## src/hw/rtl/assert_macros.svh

```systemverilog
// Assertion shorthands used by the top-level RTL file.
`ifndef ASSERT_MACROS_SVH
`define ASSERT_MACROS_SVH

// The consequent holds in the same cycle as the antecedent.
`define NBD_ASSERT_IMPL(name, ante, cons) \
  name: assert property (@(posedge clk) disable iff (rst) (ante) |-> (cons)) \
    else $error("nbd assertion failed");

// The consequent holds in the cycle after the antecedent.
`define NBD_ASSERT_NEXT(name, ante, cons) \
  name: assert property (@(posedge clk) disable iff (rst) (ante) |=> (cons)) \
    else $error("nbd assertion failed");

`endif

```

## src/hw/rtl/nbd_pkg.sv

```systemverilog
package nbd_pkg;

  localparam int FIELD_W = 20;
  localparam int CELL_W = 12;
  localparam int COUNT_OUT_W = 7;
  localparam int MAX_BOXES_DEF = 64;
  localparam int FRAC_BITS_DEF = 8;
  localparam logic [FIELD_W-1:0] DIST_SAT = '1;

  typedef enum logic [1:0] {
    OP_CLEAR  = 2'd0,
    OP_APPEND = 2'd1,
    OP_QUERY  = 2'd2,
    OP_NONE   = 2'd3
  } op_t;

  typedef enum logic [2:0] {
    S_IDLE,
    S_LOAD,
    S_WALK,
    S_DRAIN,
    S_ROOT,
    S_DONE
  } state_t;

  typedef struct packed {
    logic [FIELD_W-1:0] front_x;
    logic [FIELD_W-1:0] centre_y;
    logic [FIELD_W-1:0] length;
    logic [FIELD_W-1:0] width;
    logic [FIELD_W-1:0] height;
  } box_t;

  typedef struct packed {
    logic [1:0]         op;
    logic [FIELD_W-1:0] box_front_x;
    logic [FIELD_W-1:0] box_centre_y;
    logic [FIELD_W-1:0] box_length;
    logic [FIELD_W-1:0] box_width;
    logic [FIELD_W-1:0] box_height;
    logic [CELL_W-1:0]  cell_i;
    logic [CELL_W-1:0]  cell_j;
    logic [CELL_W-1:0]  cell_k;
  } in_item_t;

  typedef struct packed {
    logic [FIELD_W-1:0]     min_distance;
    logic                   table_empty;
    logic                   table_full;
    logic [COUNT_OUT_W-1:0] entries_held;
  } out_item_t;

  // Cell centre coordinate width in half-LSB units.
  function automatic int nbd_cw(input int frac);
    return CELL_W + frac + 1;
  endfunction

  // Signed working width for coordinates and differences.
  function automatic int nbd_vw(input int frac);
    int c;
    c = nbd_cw(frac);
    return ((c > FIELD_W + 2) ? c : FIELD_W + 2) + 2;
  endfunction

  // Width of a sum of up to three squared magnitudes.
  function automatic int nbd_sw(input int frac);
    return 2 * (nbd_vw(frac) - 1) + 2;
  endfunction

endpackage

```

## src/hw/rtl/nbd_sqrt_cell.sv

```systemverilog
module nbd_sqrt_cell #(
  parameter int CW = 21
) (
  input  logic            clk,
  input  logic            rst,
  input  logic            in_valid,
  input  logic [2*CW-1:0] in_rad,
  input  logic [CW+2:0]   in_rem,
  input  logic [CW-1:0]   in_root,
  output logic            out_valid,
  output logic [2*CW-1:0] out_rad,
  output logic [CW+2:0]   out_rem,
  output logic [CW-1:0]   out_root
);

  logic [CW+2:0] cur, trial;

  // Bring down the next two radicand bits and try a one digit.
  assign cur = {in_rem[CW:0], in_rad[2*CW-1 -: 2]};
  assign trial = (CW+3)'({in_root, 2'b01});

  always_ff @(posedge clk) begin
    out_rad <= {in_rad[2*CW-3:0], 2'b00};
    if (cur >= trial) begin
      out_rem  <= cur - trial;
      out_root <= {in_root[CW-2:0], 1'b1};
    end else begin
      out_rem  <= cur;
      out_root <= {in_root[CW-2:0], 1'b0};
    end
  end

  always_ff @(posedge clk) begin
    if (rst) begin
      out_valid <= 1'b0;
    end else begin
      out_valid <= in_valid;
    end
  end

endmodule

```

## src/hw/rtl/nbd_sqrt_chain.sv

```systemverilog
module nbd_sqrt_chain
  import nbd_pkg::*;
#(
  parameter int FRAC_BITS = FRAC_BITS_DEF,
  parameter int CW = nbd_cw(FRAC_BITS)
) (
  input  logic            clk,
  input  logic            rst,
  input  logic            in_valid,
  input  logic [2*CW-1:0] in_rad,
  output logic            out_valid,
  output logic [CW-1:0]   out_root
);

  logic            v_c    [CW+1];
  logic [2*CW-1:0] rad_c  [CW+1];
  logic [CW+2:0]   rem_c  [CW+1];
  logic [CW-1:0]   root_c [CW+1];

  assign v_c[0]    = in_valid;
  assign rad_c[0]  = in_rad;
  assign rem_c[0]  = '0;
  assign root_c[0] = '0;

  // One root digit per cell, most significant first.
  for (genvar g = 0; g < CW; g++) begin : g_cell
    nbd_sqrt_cell #(.CW(CW)) u_cell (
      .clk       (clk),
      .rst       (rst),
      .in_valid  (v_c[g]),
      .in_rad    (rad_c[g]),
      .in_rem    (rem_c[g]),
      .in_root   (root_c[g]),
      .out_valid (v_c[g+1]),
      .out_rad   (rad_c[g+1]),
      .out_rem   (rem_c[g+1]),
      .out_root  (root_c[g+1])
    );
  end

  assign out_valid = v_c[CW];
  assign out_root  = root_c[CW];

endmodule
```

## config.mk

```make
export PLATFORM = sky130hd
export DESIGN_NAME = nbd_sqrt_chain
export DESIGN_NICKNAME = d
export VERILOG_FILES = /design/src/hw/rtl/assert_macros.svh /design/src/hw/rtl/nbd_pkg.sv /design/src/hw/rtl/nbd_sqrt_cell.sv /design/src/hw/rtl/nbd_sqrt_chain.sv
export SDC_FILE = /design/constraint.sdc
export NUM_CORES = 1
export LEC_CHECK = 0
export ABC_AREA = 1
export BUFFER_PORTS_ARGS = -buffer_cell sky130_fd_sc_hd__buf_4
export CAP_MARGIN = 40
export CORE_MARGIN = 2
export CORE_UTILIZATION = 65
export CTS_CLUSTER_SIZE = 16
export DETAILED_ROUTE_END_ITERATION = 6
export GPL_TIMING_DRIVEN = 0
export PLACE_DENSITY = 0.82
export SLEW_MARGIN = 20
export SYNTH_ARGS = -nofsm -noshare
export SYNTH_HDL_FRONTEND = slang
export SYNTH_SLANG_ARGS = --single-unit
```

## constraint.sdc

```tcl
create_clock -name clk -period 3.4 [get_ports clk]
set_input_delay 0.51 -clock clk [delete_from_list [all_inputs] [get_ports clk]]
set_output_delay 0.51 -clock clk [all_outputs]
set_load 0.05 [all_outputs]
```

* Yosys cells after proc, flatten, opt, wreduce, memory -nomap -nowiden
Index checks and enable logic that the tools add are counted.
Operators by class: muxes and demuxes 41, order comparisons 21, $add $sub $neg 20
Operator list (count):
- 22-bit two-way mux | 19
- 24-bit by 10-bit >= comparator with 1-bit output | 1
- 24-bit by 11-bit >= comparator with 1-bit output | 1
- 24-bit by 12-bit >= comparator with 1-bit output | 1
- 24-bit by 13-bit >= comparator with 1-bit output | 1
- 24-bit by 14-bit >= comparator with 1-bit output | 1
- 24-bit by 15-bit >= comparator with 1-bit output | 1
- 24-bit by 16-bit >= comparator with 1-bit output | 1
- 24-bit by 17-bit >= comparator with 1-bit output | 1
- 24-bit by 18-bit >= comparator with 1-bit output | 1
- 24-bit by 19-bit >= comparator with 1-bit output | 1
- 24-bit by 20-bit >= comparator with 1-bit output | 1
- 24-bit by 21-bit >= comparator with 1-bit output | 1
- 24-bit by 22-bit >= comparator with 1-bit output | 1
- 24-bit by 3-bit >= comparator with 1-bit output | 1
- 24-bit by 4-bit >= comparator with 1-bit output | 1
- 24-bit by 5-bit >= comparator with 1-bit output | 1
- 24-bit by 6-bit >= comparator with 1-bit output | 1
- 24-bit by 7-bit >= comparator with 1-bit output | 1
- 24-bit by 8-bit >= comparator with 1-bit output | 1
- 24-bit by 9-bit >= comparator with 1-bit output | 1
- 22-bit by 10-bit subtractor with 22-bit output | 1
- 22-bit by 11-bit subtractor with 22-bit output | 1
- 22-bit by 12-bit subtractor with 22-bit output | 1
- other kinds (20) | 40
Word-level totals: output and inout port bits 22, bits of input ports 45, register bits 1093, logic and storage cells 165

* Logic depth before layout (Yosys ltp)
depth after elaboration 2, depth in mapped cells 15, mapped depth without buffers 14

* Hierarchy
From an unflattened synthesis, not the netlist that was laid out.
Second synthesis, totals: cells, all modules 11731, area total of the unflattened synthesis 82218.9 um2
By module, submodules not included:
- nbd_sqrt_cell (g_cell[18].u_cell ...) | area each 3918.8 um2, times used 12, cells each 559, sequential area each 1721.7 um2
- nbd_sqrt_cell (g_cell[0].u_cell ...) | area each 3910.0 um2, times used 9, cells each 558, sequential area each 1721.7 um2
- nbd_sqrt_chain | area each 3.8 um2, times used 1, cells each 1, sequential area each 0.0 um2

* Worst setup path after synthesis
Ideal clock, no wire load.
kind register -> register, start point register g_cell[2].u_cell.out_root[1], end point register g_cell[3].u_cell.out_rem[3], data required time 3.282 ns, period minus slack after synthesis 1.773 ns, setup time 0.118 ns, path buffers 1, slack 1.627 ns, arrival time 1.655 ns, stages on the path, launching flop included 10, path through dfxtp_1 > inv_1 > ha_1 > a21oi_1 > o21ai_1 > a21oi_1 > nand2_1 > nor2_4 > buf_4 > o21ai_1
On the way: longest elaborated chain between the ends 2, elaborated cells on any way between the ends 3, classes of those cells add/sub: 1; order compare: 1; mux: 1
Ends and longest elaborated chain:
- start: declaration | line nbd_sqrt_cell.sv:13 | output logic [CW-1:0] out_root
- start signal: assignment | line nbd_sqrt_cell.sv:26 | out_root <= {in_root[CW-2:0], 1'b1};
- start signal: assignment | line nbd_sqrt_cell.sv:29 | out_root <= {in_root[CW-2:0], 1'b0};
- 22-bit by 5-bit subtractor with 22-bit output or 24-bit by 5-bit >= comparator with 1-bit output (tied branches) | line nbd_sqrt_cell.sv:25, nbd_sqrt_cell.sv:24
- 22-bit two-way mux * | line nbd_sqrt_cell.sv:24 | if (cur >= trial) begin
- end signal: assignment | line nbd_sqrt_cell.sv:25 | out_rem <= cur - trial;
- end signal: assignment | line nbd_sqrt_cell.sv:28 | out_rem <= cur;
- end: declaration | line nbd_sqrt_cell.sv:12 | output logic [CW+2:0] out_rem,
Mark *: on every way between the ends. The rest lies on a longest branch, timed or not. A chain may end at the register's enable or synchronous reset.

* Worst setup path after layout
start point register g_cell[9].u_cell.out_root[0], end point register g_cell[10].u_cell.out_rem[9]
On the way: longest elaborated chain between the ends 2, elaborated cells on any way between the ends 3, classes of those cells add/sub: 1; order compare: 1; mux: 1
Ends and longest elaborated chain (line):
- start: declaration | nbd_sqrt_cell.sv:13
- start signal: assignment | nbd_sqrt_cell.sv:26
- start signal: assignment | nbd_sqrt_cell.sv:29
- 22-bit by 12-bit subtractor with 22-bit output or 24-bit by 12-bit >= comparator with 1-bit output (tied branches) | nbd_sqrt_cell.sv:25, nbd_sqrt_cell.sv:24
- 22-bit two-way mux * | nbd_sqrt_cell.sv:24
- end signal: assignment | nbd_sqrt_cell.sv:25
- end signal: assignment | nbd_sqrt_cell.sv:28
- end: declaration | nbd_sqrt_cell.sv:12
Marked as above.

==> impl_metrics.yaml <==
setup_path:
  critPathMaxStageDelay_ns: 0.38
  cp_common_cell: "nand2_1"
  arrival_ns: 2.96
  start_kind: "flop"
  crit_slowest_cell: "dfxtp_1"
  path_cells: "inv_1 > ha_1 > buf_2 > nand3_1 > nand3_1 > nand2_1 > nand2_1 > nand2_1 > nand3_2 > inv_4 > buf_6 > nand2_1 > o21ai_1"
  cp.required_ns: 3.95
  r2r_end: "g_cell[10].u_cell.out_rem[9]"
  worstSetupPathType: "flop to flop"
  end_kind: "flop"
  cp_max_fo: 10
  reg2reg_depth: 13
  r2r_start: "g_cell[9].u_cell.out_root[0]"
  reg2reg_slack_ns: 1.0
global_routing:
  grt-ovfl-total: 0
  first_global_vias: 37449
  grt_pass1_wl_mm: 185
  grt_util_all_layers_pct: 30.8
  antenna_found_initial: 0
  grt_max_degree: 16
layout:
  layout-drive-gt1-share_pct: 6.30
  n_fill_cell: 5581
  seqCellArea_um2: 21700
  layout.nets: 6858
  multi_input_area_um2: 20700
  final_area_um2: 52500
  area_growth_pct: 12.1
placed_design:
  hpwl_mm: 86.8
  place_area_um2: 48500
  preCtsSetupSlack_ns: 1.12
  finalWeightedCongestion: 0.969
  io_buffers: 66
synth:
  synthArstFlopShare_pct: 0
  synth_edf_count: 0
  syn_area_per_cell_um2: 7.37
  syn_inst: 6348
  syn_nets: 6646
  ys_warn_count: 0
  ys.flop_type: "dfxtp_1"
  netlist_area_um2: 46800
  yosysSeqAreaShare_pct: 46.4
  synth.distinct_cells: 51
  ys_seq_elements: 1084
run:
  maxCapViolCount: 0
clocking:
  clkSinkCount: 1084
  clockBufferDepth: 3
  htree_num_levels: 3
  postCtsSetupRepairBufs: 0
  path_clk_slew_ns: 0.06
  root_buffer: "clkbuf_16"
  cts_tree: "built"
  cts_inserted_buffers: 102
  worstSkewPairLatency_ns: 0.69
min_path:
  hold_end: "g_cell[0].u_cell.out_root[0]"
  min-delay-start: "in_rad[41]"
  holdPathStages: 2
  hold_path.class: "input pin to flop"
timing:
  rsz0062_at_grt: "false"
  maxSlewHeadroom_pct: 51.1
  worst_slew_pin_slew_ns: 0.725
  skew_ns: 0.0492
  setup_ws_ns: 0.997
  slew_viol_final: 0
  setup_violations: 0
  setup-tns-final_ns: 0
  finalCritPeriodShare_pct: 70.7
  period_needed_ns: 2.40
  fmax_mhz: 416
  finalHoldViolCount: 0
power:
  power.switching_uw: 13500
  power_frac_comb_pct: 26.5
  internal_power_uw: 25300
  leakagePower_uw: 0.0280
  irDropWorstVdd_v: 0.000607
  seq_power_share_pct: 43.2
  power_density_nw_per_um2: 740
  switching_share_pct: 34.7
  clock_power_share_pct: 30.3
floorplan:
  die-height_um: 272
  chipWidth_um: 272
  row_count: 98
  die_area_um2: 74200
  core_area_um2: 71400
  start_util_pct: 65.6
  ioPinCount: 67
run_status:
  outcome: "finished, final reports clean"
drt:
  via_count: 39338
  firstDrtPassIters: 7
  wl_mm: 115
  drcViolationCount: 0
  viasPerCell: 5.18
  final_antenna_net_count: 0
  wl_per_cell_um: 15.1
  drt_iter0_markers: 3172
==> worst max-delay path by stage <==
stage,from,endpoint,slack (ns),cells past startpoint
CTS,g_cell[9].u_cell.out_root[0],g_cell[10].u_cell.out_rem[9],1.06,13
finish,g_cell[9].u_cell.out_root[0],g_cell[10].u_cell.out_rem[9],1.0,13
global route,g_cell[9].u_cell.out_root[0],g_cell[10].u_cell.out_rem[9],0.89,13
global placement,g_cell[6].u_cell.out_root[1],g_cell[7].u_cell.out_rem[8],1.16,13
floorplan,g_cell[2].u_cell.out_root[1],g_cell[3].u_cell.out_rem[3],1.63,9
detailed placement,g_cell[9].u_cell.out_root[0],g_cell[10].u_cell.out_rem[9],1.12,13
==> sequential cells by signal, indices dropped and copies added (netlist names) <==
name and cells:
g_cell.u_cell.out_root 231, g_cell.u_cell.out_valid 21, g_cell.u_cell.out_rem 412, g_cell.u_cell.out_rad 420
==> cells in the mapped netlist (14+ instances only) <==
cell	n	area (µm²)
nand3_1	351	1760
xnor2_1	75	657
nand4_1	90	563
o21ai_2	14	123
a21oi_1	211	1060
xor2_1	101	885
o21ai_1	88	440
ha_1	253	3170
buf_4	15	113
o21ai_0	76	380
nand2_1	2062	7740
nor3_1	54	270
inv_2	36	135
nor2_1	571	2140
buf_6	15	169
buf_2	16	80.1
a21oi_2	18	158
inv_1	1035	3880
dfxtp_1	1084	21700
nand3b_1	57	428
nor2_2	23	144
==> layout by cell type (no fill, tap or decap), types with 14 or more instances in the layout <==
| master | synthesis | routed |
|---|---|---|
| a21oi_2 | 18 | 18 |
| nand3_1 | 351 | 351 |
| clkbuf_16 | 0 | 102 |
| dfxtp_1 | 1084 | 1084 |
| nor3_1 | 54 | 54 |
| xnor2_1 | 75 | 75 |
| inv_1 | 1035 | 1035 |
| dlygate4sd3_1 | 0 | 42 |
| buf_6 | 15 | 15 |
| nand2_1 | 2062 | 2062 |
| ha_1 | 253 | 253 |
| buf_4 | 15 | 81 |
| xor2_1 | 101 | 101 |
| inv_2 | 36 | 36 |
| nor2_2 | 23 | 23 |
| o21ai_0 | 76 | 76 |
| nand4_1 | 90 | 90 |
| nor2_1 | 571 | 571 |
| buf_2 | 16 | 16 |
| clkbuf_8 | 0 | 17 |
| o21ai_1 | 88 | 88 |
| a21oi_1 | 211 | 211 |
| o21ai_2 | 14 | 14 |
| nand3b_1 | 57 | 57 |
| clkbuf_1 | 3 | 23 |
==> metrics by stage <==
step / power (µW) / cells / hold WS [ns] / util (%)
final: 38800 / 7598 / 0.0521 / 73.5
after global routing: 41000 / 7597 / 0.0409 / 73.5
after CTS: 38800 / 7597 / 0.0226 / 73.5
after detailed placement: 27000 / 7364 / 0.312 / 67.9
after global placement: 26800 / 7364 / 0.310 / 67.9
after floorplan: 23900 / 6348 / 0.310 / -
==> routing by layer <==
| metal | vias up | global-route usage (%) | share of wire, % |
|---|---|---|---|
| met2 | 1293 | 54.4 | 48 |
| met3 | 291 | 3.98 | 6.2 |
| li1 | 19979 | - | - |
| met1 | 17775 | 38.4 | 42 |
| met4 | 0 | 10.9 | 3.5 |
| met5 | - | 0 | 0 |
==> worst max-delay path, delay by kind of cell, from the launching register on <==
family / cells / cell delay (ns)
AO/OA/AOI/OAI: 1 / 0.12
adder cells (fa/ha/maj): 1 / 0.28
buffers and inverters: 4 / 0.61
flip-flops: 1 / 0.38
AND/OR/NAND/NOR: 7 / 0.89
==> cell families after synthesis <==
family | synth area share (%)
other | 0.00801
AO/OA/AOI/OAI | 5.13
AND/OR/NAND/NOR | 29.0
adder cells (fa/ha/maj) | 6.76
flip-flops | 46.4
buffers and inverters | 9.45
XOR/XNOR | 3.29
==> power by group through the flow <==
stage / Sequential (µW) / Clock (µW) / Combinational (µW)
floorplan: 16300 / 0 / 7630
global placement: 17000 / 0 / 9790
detailed placement: 17000 / 0 / 9990
CTS: 16700 / 11900 / 10200
global route: 16900 / 12500 / 11600
finish: 16800 / 11800 / 10300
==> area by class of cell <==
| class | count | share of cell area [%] |
|---|---|---|
| inverter | 1076 | 7.72 |
| timing repair buffer | 108 | 1.75 |
| tap | 950 | 2.27 |
| antenna | 1 | 0.00477 |
| clock buffer | 139 | 5.46 |
| multi-input combinational | 4139 | 39.4 |
| sequential | 1084 | 41.4 |
| clock inverter | 52 | 1.31 |
| buffer | 49 | 0.711 |
==> what timing repair did <==
| action | 4_1_cts | 5_1_grt |
|---|---|---|
| hold buffers | 42 | 0 |
| gates resized for setup | 0 | 0 |
| endpoints found under the hold margin | 42 | 0 |
Power figures use the tool's default switching activity.
